`src/rtl/rss_pkg.sv`:
```
// shared types for the record selection sorter
package rss_pkg;

  localparam int KEY_W = 16;
  localparam int TAG_W = 8;

  // one stored record
  typedef struct packed {
    logic [KEY_W-1:0] key;
    logic [TAG_W-1:0] tag;
  } entry_t;

  // sequencer states
  typedef enum logic [2:0] {
    ST_LOAD,
    ST_ISSUE,
    ST_SCAN,
    ST_SWAP_LOW,
    ST_SWAP_POS,
    ST_EMIT_RD,
    ST_EMIT_LD,
    ST_EMIT_HOLD
  } state_t;

endpackage

```
`src/rtl/rss_ram.sv`:
```
// generic single write port ram with registered read
module rss_ram #(
  parameter int WIDTH = 24,
  parameter int DEPTH = 8
) (
  input  logic                     clk,
  input  logic                     we,
  input  logic [$clog2(DEPTH)-1:0] waddr,
  input  logic [WIDTH-1:0]         wdata,
  input  logic [$clog2(DEPTH)-1:0] raddr,
  output logic [WIDTH-1:0]         rdata
);

  logic [WIDTH-1:0] mem [DEPTH];

  // write port
  always_ff @(posedge clk) begin
    if (we) begin
      mem[waddr] <= wdata;
    end
  end

  // registered read port
  always_ff @(posedge clk) begin
    rdata <= mem[raddr];
  end

endmodule

```
`src/rtl/record_selection_sort.sv`:
```
// Record selection sorter. Records (16-bit key, 8-bit tag) are loaded one per cycle into
// a store of CAPACITY entries while in_ready is high; a record arriving with the store full
// is dropped and the set is flagged overflowed. The record marked is_final starts an in-place
// ascending selection sort that keeps the first strictly smaller minimum of each pass and
// swaps it into place. One compare unit scans the store through a single read port: for n
// stored records there are n - 1 passes, each a read, a scan and two swap writes; each
// sorted record is then read, registered and held until the sink takes it, the last one
// with end_of_set. The input is not ready from the final record until the last result
// transfer. The store has no reset; only entries written in the current set are read.
module record_selection_sort #(
  parameter int CAPACITY = 8
) (
  input  logic                     clk,
  input  logic                     rst,
  input  logic                     in_valid,
  output logic                     in_ready,
  input  logic [rss_pkg::KEY_W-1:0] key_value,
  input  logic [rss_pkg::TAG_W-1:0] record_tag,
  input  logic                     is_final,
  output logic                     out_valid,
  input  logic                     out_ready,
  output logic [rss_pkg::KEY_W-1:0] sorted_key,
  output logic [rss_pkg::TAG_W-1:0] sorted_tag,
  output logic                     end_of_set,
  output logic                     overflowed
);

  localparam int AW = $clog2(CAPACITY);
  localparam int CW = $clog2(CAPACITY + 1);
  localparam logic [CW-1:0] ONE = CW'(1);
  localparam logic [CW-1:0] CAP = CW'(CAPACITY);

  rss_pkg::state_t state, state_next;

  logic [CW-1:0] fill, fill_next;
  logic          ovf, ovf_next;
  logic [CW-1:0] n, n_next;
  logic [CW-1:0] i, i_next;
  logic [CW-1:0] j, j_next;
  logic [CW-1:0] k, k_next;
  logic [AW-1:0] low, low_next;
  rss_pkg::entry_t min_e, min_next;
  rss_pkg::entry_t cur_e, cur_next;
  logic          out_valid_next;
  logic [rss_pkg::KEY_W-1:0] out_key_next;
  logic [rss_pkg::TAG_W-1:0] out_tag_next;
  logic          out_end_next;
  logic          out_ovf_next;

  logic          we;
  logic [AW-1:0] waddr;
  rss_pkg::entry_t wdata;
  logic [AW-1:0] raddr;
  rss_pkg::entry_t rdata;
  logic [CW-1:0] j_prev;

  assign in_ready = (state == rss_pkg::ST_LOAD);
  assign j_prev   = j - ONE;

  // record store
  rss_ram #(
    .WIDTH($bits(rss_pkg::entry_t)),
    .DEPTH(CAPACITY)
  ) u_store (
    .clk  (clk),
    .we   (we),
    .waddr(waddr),
    .wdata(wdata),
    .raddr(raddr),
    .rdata(rdata)
  );

  // control registers
  always_ff @(posedge clk) begin
    if (rst) begin
      state     <= rss_pkg::ST_LOAD;
      fill      <= '0;
      ovf       <= 1'b0;
      out_valid <= 1'b0;
    end else begin
      state     <= state_next;
      fill      <= fill_next;
      ovf       <= ovf_next;
      out_valid <= out_valid_next;
    end
  end

  // sort counters and working records
  always_ff @(posedge clk) begin
    n          <= n_next;
    i          <= i_next;
    j          <= j_next;
    k          <= k_next;
    low        <= low_next;
    min_e      <= min_next;
    cur_e      <= cur_next;
    sorted_key <= out_key_next;
    sorted_tag <= out_tag_next;
    end_of_set <= out_end_next;
    overflowed <= out_ovf_next;
  end

  // sequencer
  always_comb begin
    state_next     = state;
    fill_next      = fill;
    ovf_next       = ovf;
    n_next         = n;
    i_next         = i;
    j_next         = j;
    k_next         = k;
    low_next       = low;
    min_next       = min_e;
    cur_next       = cur_e;
    out_valid_next = out_valid;
    out_key_next   = sorted_key;
    out_tag_next   = sorted_tag;
    out_end_next   = end_of_set;
    out_ovf_next   = overflowed;
    we             = 1'b0;
    waddr          = fill[AW-1:0];
    wdata          = '{key: key_value, tag: record_tag};
    raddr          = i[AW-1:0];

    unique case (state)
      rss_pkg::ST_LOAD: begin
        if (in_valid) begin
          // store the record or drop it when full
          if (fill < CAP) begin
            we        = 1'b1;
            fill_next = fill + ONE;
          end else begin
            ovf_next = 1'b1;
          end
          if (is_final) begin
            n_next = (fill < CAP) ? fill + ONE : fill;
            i_next = '0;
            k_next = '0;
            state_next = (n_next > ONE) ? rss_pkg::ST_ISSUE : rss_pkg::ST_EMIT_RD;
          end
        end
      end

      rss_pkg::ST_ISSUE: begin
        // read the entry at the pass position first
        raddr      = i[AW-1:0];
        j_next     = i + ONE;
        state_next = rss_pkg::ST_SCAN;
      end

      rss_pkg::ST_SCAN: begin
        // rdata holds entry j-1 while entry j is read
        raddr = j[AW-1:0];
        if (j == i + ONE) begin
          min_next = rdata;
          cur_next = rdata;
          low_next = i[AW-1:0];
        end else if (rdata.key < min_e.key) begin
          min_next = rdata;
          low_next = j_prev[AW-1:0];
        end
        if (j == n) begin
          state_next = rss_pkg::ST_SWAP_LOW;
        end else begin
          j_next = j + ONE;
        end
      end

      rss_pkg::ST_SWAP_LOW: begin
        // pass position entry goes to the minimum's slot
        we         = 1'b1;
        waddr      = low;
        wdata      = cur_e;
        state_next = rss_pkg::ST_SWAP_POS;
      end

      rss_pkg::ST_SWAP_POS: begin
        // minimum goes to the pass position
        we     = 1'b1;
        waddr  = i[AW-1:0];
        wdata  = min_e;
        i_next = i + ONE;
        if (i + ONE + ONE < n) begin
          state_next = rss_pkg::ST_ISSUE;
        end else begin
          state_next = rss_pkg::ST_EMIT_RD;
        end
      end

      rss_pkg::ST_EMIT_RD: begin
        raddr      = k[AW-1:0];
        state_next = rss_pkg::ST_EMIT_LD;
      end

      rss_pkg::ST_EMIT_LD: begin
        // load the output register
        raddr          = k[AW-1:0];
        out_key_next   = rdata.key;
        out_tag_next   = rdata.tag;
        out_end_next   = (k + ONE == n);
        out_ovf_next   = ovf;
        out_valid_next = 1'b1;
        state_next     = rss_pkg::ST_EMIT_HOLD;
      end

      rss_pkg::ST_EMIT_HOLD: begin
        raddr = k[AW-1:0];
        if (out_ready) begin
          out_valid_next = 1'b0;
          if (k + ONE == n) begin
            // set done, start over empty
            fill_next  = '0;
            ovf_next   = 1'b0;
            state_next = rss_pkg::ST_LOAD;
          end else begin
            k_next     = k + ONE;
            state_next = rss_pkg::ST_EMIT_RD;
          end
        end
      end

      default: begin
        state_next = rss_pkg::ST_LOAD;
      end
    endcase
  end

endmodule
```
`config.mk`:
```
export PLATFORM = sky130hd
export DESIGN_NAME = record_selection_sort
export DESIGN_NICKNAME = d
export VERILOG_FILES = /design/src/rtl/rss_pkg.sv /design/src/rtl/rss_ram.sv /design/src/rtl/record_selection_sort.sv
export SDC_FILE = /design/constraint.sdc
export NUM_CORES = 1
export LEC_CHECK = 0
export BUFFER_PORTS_ARGS = -buffer_cell sky130_fd_sc_hd__buf_2
export CORE_MARGIN = 2
export CORE_UTILIZATION = 40
export CTS_BUF_LIST = sky130_fd_sc_hd__clkbuf_4
export CTS_CLUSTER_DIAMETER = 80
export DETAILED_ROUTE_END_ITERATION = 8
export HOLD_SLACK_MARGIN = 0.08
export PLACE_DENSITY = 0.58
export SYNTH_ARGS = -nofsm -noshare
export SYNTH_HDL_FRONTEND = slang
export SYNTH_SLANG_ARGS = --single-unit
```
`constraint.sdc`:
```
create_clock -name clk -period 4.1 [get_ports clk]
set_clock_uncertainty 0.1 [all_clocks]
set_input_delay 0 -clock clk [delete_from_list [all_inputs] [get_ports clk]]
set_output_delay 0 -clock clk [all_outputs]
set_load 0.05 [all_outputs]
```
=== After elaboration in Yosys (flattened, before gate mapping) ===
Memories as Yosys holds them, arrays and structs flattened. A register that Yosys moved wholly into a read port is not among the register bits.
Cells that the tools add are included.

* Add/sub/neg operators: 6
* Magnitude comparators: 4
* Equality and inequality tests: 18
* Muxes and demuxes: 40
* Reductions and logical operators: 18

{| class="wikitable"
|+ Operators by type and width
! operator !! count
|-
| $mux W24 || 2
|-
| $pmux W24 S2 || 1
|-
| $mux W4 || 9
|-
| $pmux W4 S2 || 4
|-
| $mux W3 || 9
|-
| $pmux W3 S8 || 1
|-
| $add A4 B1 Y4 const B || 5
|-
| $lt A16 B16 Y1 || 1
|-
| $ne A2 B2 Y1 const B || 7
|-
| $eq A3 B3 Y1 const B || 4
|-
| $eq A4 B4 Y1 || 3
|-
| $pmux W3 S2 || 2
|-
| $reduce_and A5 Y1 || 2
|-
| $reduce_bool A2 Y1 || 5
|-
| $mux W1 || 9
|-
| $reduce_and A2 Y1 || 4
|-
| $reduce_and A4 Y1 || 2
|-
| $eq A3 B2 Y1 const B || 2
|-
| $pmux W1 S2 || 3
|-
| $reduce_and A3 Y1 || 2
|-
| $gt A4 B1 Y1 const B || 1
|-
| $lt A4 B4 Y1 || 1
|-
| $lt A4 B4 Y1 const B || 1
|-
| $eq A3 B1 Y1 const B || 1
|-
| other kinds (5) || 5
|}

* Flip-flop bits (word level): 102
* Memory bits (writable): 192
* Input bits: 29
* Output and inout bits: 28
* Word-level logic and storage cells: 104
* Memories: 1

{| class="wikitable"
|+ Memories
! name !! depth !! bits a word !! read ports !! clocked after memory_dff !! wr ports !! RTL line !! RTL
|-
| u_store.mem || 8 || 24 || 1 || 1 || 1 || rss_ram.sv:14 || <nowiki>logic [WIDTH-1:0] mem [DEPTH];</nowiki>
|}

=== Depth between registers and ports, before layout ===
* Depth after elaboration: 7
* Gate-level depth with buffers: 10

=== Cells and area by module ===
Synthesis repeated with hierarchy kept, for this count alone.

* Cells, all modules: 715
* Area total of the unflattened synthesis: 12673.4 um^2

{| class="wikitable"
|+ Modules (own cells, without submodules)
! module !! times used !! cells an instance !! area an instance (um^2) !! seq. area each (um^2)
|-
| rss_ram || 1 || 314 || 7810.0 || 6246.0
|-
| record_selection_sort || 1 || 401 || 4863.4 || 2972.9
|}

=== Worst setup path before layout ===
OpenSTA, ideal clock, no wires.

* Path kind: reg-to-reg
* From: reg i[0]
* To: reg low[0], enable pin
* Setup time: 0.420 ns
* Arrival: 2.803 ns
* Data required time: 3.580 ns
* Path slack: 0.777 ns
* Stages on the path, launching flop included: 7
* Period minus slack after synthesis: 3.323 ns
* Path through: edfxtp_1 clkbuf_1 inv_1 ha_1 xor2_1 nand4_1 a21oi_1

* Cells in the longest elaborated chain, start to end: 4

{| class="wikitable"
|+ Ends and longest elaborated chain
! what !! RTL line !! RTL
|-
| start, declared || record_selection_sort.sv:38 || <nowiki>logic [CW-1:0] i, i_next;</nowiki>
|-
| start signal, assigned || record_selection_sort.sv:91 || <nowiki>i <= i_next;</nowiki>
|-
| $add A4 B1 Y4 || record_selection_sort.sv:154 || <nowiki>if (j == i + ONE) begin</nowiki>
|-
| $eq A4 B4 Y1 || record_selection_sort.sv:154 ||
|-
| $reduce_bool A2 Y1 (no line) || - ||
|-
| $reduce_and A2 Y1 (no line) || - ||
|-
| end signal, assigned || record_selection_sort.sv:94 || <nowiki>low <= low_next;</nowiki>
|-
| end, declared || record_selection_sort.sv:41 || <nowiki>logic [AW-1:0] low, low_next;</nowiki>
|}

No other way between the ends.
A chain may end at the register's enable or synchronous reset.

=== Worst setup path after layout ===
* From: reg state[2]
* To: reg u_store.rdata[17] (read register of u_store.mem)

* Cells in the longest elaborated chain, start to end: 3
* Elaborated cells between the ends (all ways): 6
* Those cells by class: 4 x eq/ne; 1 x mux; 1 x reduce/logical

{| class="wikitable"
|+ Ends and longest elaborated chain
! what !! RTL line !! RTL
|-
| start, declared || record_selection_sort.sv:33 || <nowiki>rss_pkg::state_t state, state_next;</nowiki>
|-
| start signal, assigned || record_selection_sort.sv:76 || <nowiki>state <= rss_pkg::ST_LOAD;</nowiki>
|-
| start signal, assigned || record_selection_sort.sv:81 || <nowiki>state <= state_next;</nowiki>
|-
| $eq A3 B3 Y1 || record_selection_sort.sv:125 || <nowiki>unique case (state)</nowiki>
|-
| $reduce_or A3 Y1 (no line) || - ||
|-
| $pmux W3 S2 (*) || record_selection_sort.sv:125 ||
|-
| end, declared || rss_ram.sv:11 || <nowiki>output logic [WIDTH-1:0] rdata</nowiki>
|}

Mark *: on every way between the ends. The rest lies on a longest branch, timed or not.

==> results.json <==
{
  "period_share_pct": 76.8,
  "min_period_ns": 3.15,
  "cap_viol_max_count": 0,
  "synth_cell_types": 53,
  "peakVddDrop_v": 0.000552,
  "worstSetupPathType": "flip-flop to flip-flop",
  "power.density_mw_per_mm2": 759,
  "outcome": "complete, no violations",
  "finalSetupTns_ns": 0,
  "syn_area_mm2": 0.0130,
  "synthDominantCellAreaShare_pct": 65.6,
  "grt_overflow": 0,
  "synth_edf_count": 285,
  "leakage_nw": 5.88,
  "combPwrFrac_pct": 33.3,
  "clock_path_buffers": 3,
  "slew_headroom_pct": 29.7,
  "fmax_mhz": 317,
  "wl_per_cell_um": 19.0,
  "grt_util_all_layers_pct": 17.1,
  "avgSynthCellArea_um2": 15.7,
  "worst_ep_required_time_ns": 4.55,
  "io_pins": 57,
  "num_vias": 7321,
  "place_ws_ns": 1.00,
  "dr.pass1.iters": 4,
  "drive_gt1_share_pct": 25.3,
  "synth.top_cells.by_count": "edfxtp_1, mux2i_1, nand2_1, nor2_1, dfxtp_1",
  "p_seq_share_pct": 42.8,
  "worstHoldPathType": "primary input to flip-flop",
  "drv_slew": 0,
  "holdWs_ns": 0.157,
  "die_h_um": 185,
  "numCtsBuffers": 84,
  "synth_area_leader_cell": "edfxtp_1",
  "synth_area_leaders": "edfxtp_1, mux2i_1, dfxtp_1, ha_1, mux2_2",
  "drt_iter0_markers": 433,
  "ant_nets": 0,
  "first_global_vias": 7503,
  "grt_pass1_wl_um": 43000,
  "post-route-drc-count": 0,
  "cp-end-kind": "flip-flop",
  "nets": 1039,
  "dp_hpwl_um": 16800,
  "final_util_pct": 47.5,
  "postLayoutSetupSlackWorst_ns": 0.950,
  "syn_nets": 885,
  "port_buffers": 56,
  "ys_ff_latch": 318,
  "clock_latency_ns": 0.73,
  "ys_warn_count": 0,
  "cts_tree": "built",
  "clkPwrFrac_pct": 23.9,
  "swShare_pct": 33.9,
  "drt-vias-per-instance": 4.89,
  "antenna_found_initial": 1,
  "r2r_cells": 7,
  "path_clk_slew_ns": 0.06,
  "area_delta_synth_final_pct": 17.7,
  "p_sw_mw": 3.94,
  "cts_max_level": 3,
  "clkSinkCount": 318,
  "min_path_cells": 5,
  "timing.final.hold_violations": 0,
  "async_flop_share_pct": 0,
  "yosysMostFrequentCell": "edfxtp_1",
  "row_count": 66,
  "cts_resized": 0,
  "core_area_mm2": 0.0323,
  "drt_wl_total_um": 28500,
  "setup_viol": 0,
  "cts_setup_buffers": 0,
  "synth_cells": 832,
  "ys.flop_type": "edfxtp_1",
  "rsz0062_at_grt": "false",
  "cts_root_buffer": "clkbuf_4",
  "worst_pin_slew_ns": 1.05,
  "critPathMaxFanout": 82,
  "die_w_um": 185,
  "yosysSeqAreaShare_pct": 70.7,
  "dieArea_mm2": 0.0341,
  "cts_hold_buf": 31,
  "initial_core_util_pct": 40.4,
  "cp_data_arrival_time_ns": 3.60,
  "grt_max_degree": 83,
  "p_int_mw": 7.70,
  "routabilityCongestion": 0.826,
  "crit_path_start_kind": "flip-flop"
}
## cells in the final DEF, fill, tap and decap left out, types with 16 or more instances in the layout
cell type and count:
nor2_1 29, ha_1 24, edfxtp_1 285, mux2_2 26, mux2i_1 146, buf_4 18
buf_2 56, dlygate4sd3_1 31, a21oi_1 16, nand2_1 63, clkbuf_4 131, inv_1 25
dfxtp_1 33, a22oi_1 25
## stage by stage
| stage | cells | cell area, µm² | total power, mW |
|---|---|---|---|
| 3_3_place_gp | 1311 | 13900 | 8.92 |
| 6_report | 1496 | 15300 | 11.6 |
| 2_1_floorplan | 832 | 13000 | 7.84 |
| 4_1_cts | 1495 | 15300 | 11.8 |
| 3_5_place_dp | 1311 | 13900 | 8.96 |
| 5_1_grt | 1496 | 15300 | 12.4 |
## kinds of logic (layout without fill, tap and decap cells)
kind of cell | Yosys count | count (layout) | synth area share (%)
multiplexers | 172 | 172 | 13.5
other | 0 | 1 | 0
AO/OA/AOI/OAI | 84 | 84 | 4.39
flip-flops | 318 | 318 | 70.7
adder cells (fa/ha/maj) | 24 | 24 | 2.30
AND/OR/NAND/NOR | 141 | 141 | 4.87
buffers and inverters | 67 | 288 | 2.54
XOR/XNOR | 26 | 26 | 1.75
## final timing paths
path / start / endpoint / slack [ns]
min reg2reg: ovf / overflowed / 0.36
max reg2reg: state[2] / u_store.rdata[17] / 0.95
min: out_ready / state[2] / 0.16
max: state[2] / u_store.rdata[17] / 0.95
## flip-flops by register name, indices dropped and copies added (netlist names), 3 cells and up
signal and cells:
u_store.mem 192, cur_e 24, min_e 24, u_store.rdata 24
sorted_key 16, sorted_tag 8, fill 4, i 4
j 4, k 4, n 4, low 3
state 3
## area by class of cell
cell class,instances,area [µm²]
multi-input cells,447,3570
repair buffers,108,786
fillers,2888,16900
clock buffers,131,983
flip-flops and latches,318,9220
diodes,1,2.50
clock inverters,22,133
well taps,442,553
inverters,27,101
## power by group through the flow
stage | combinational (mW) | clock [mW] | sequential (mW)
floorplan | 2.97 | 0 | 4.87
global placement | 3.87 | 0 | 5.05
detailed placement | 3.90 | 0 | 5.06
CTS | 3.94 | 2.88 | 5.00
global route | 4.22 | 3.08 | 5.06
finish | 3.87 | 2.78 | 4.99
## worst max-delay path, cell delays in order (launching register included)
cell      delay (ns)
dfxtp_1         0.90
nand2b_4        0.32
o221ai_1        0.17
a32oi_4         0.26
buf_12          0.41
mux2i_1         0.25
mux2i_1         0.12
mux2_2          0.28
## metal layers
| metal | global-route usage, % | vias to the layer above | wire length (µm) |
|---|---|---|---|
| li1 | - | 3522 | - |
| met1 | 21.1 | 3625 | 12600 |
| met2 | 29.5 | 145 | 14400 |
| met3 | 3.87 | 29 | 1070 |
| met4 | 6.21 | 0 | 368 |
| met5 | 0 | - | 0 |
Power figures use the tool's default switching activity.
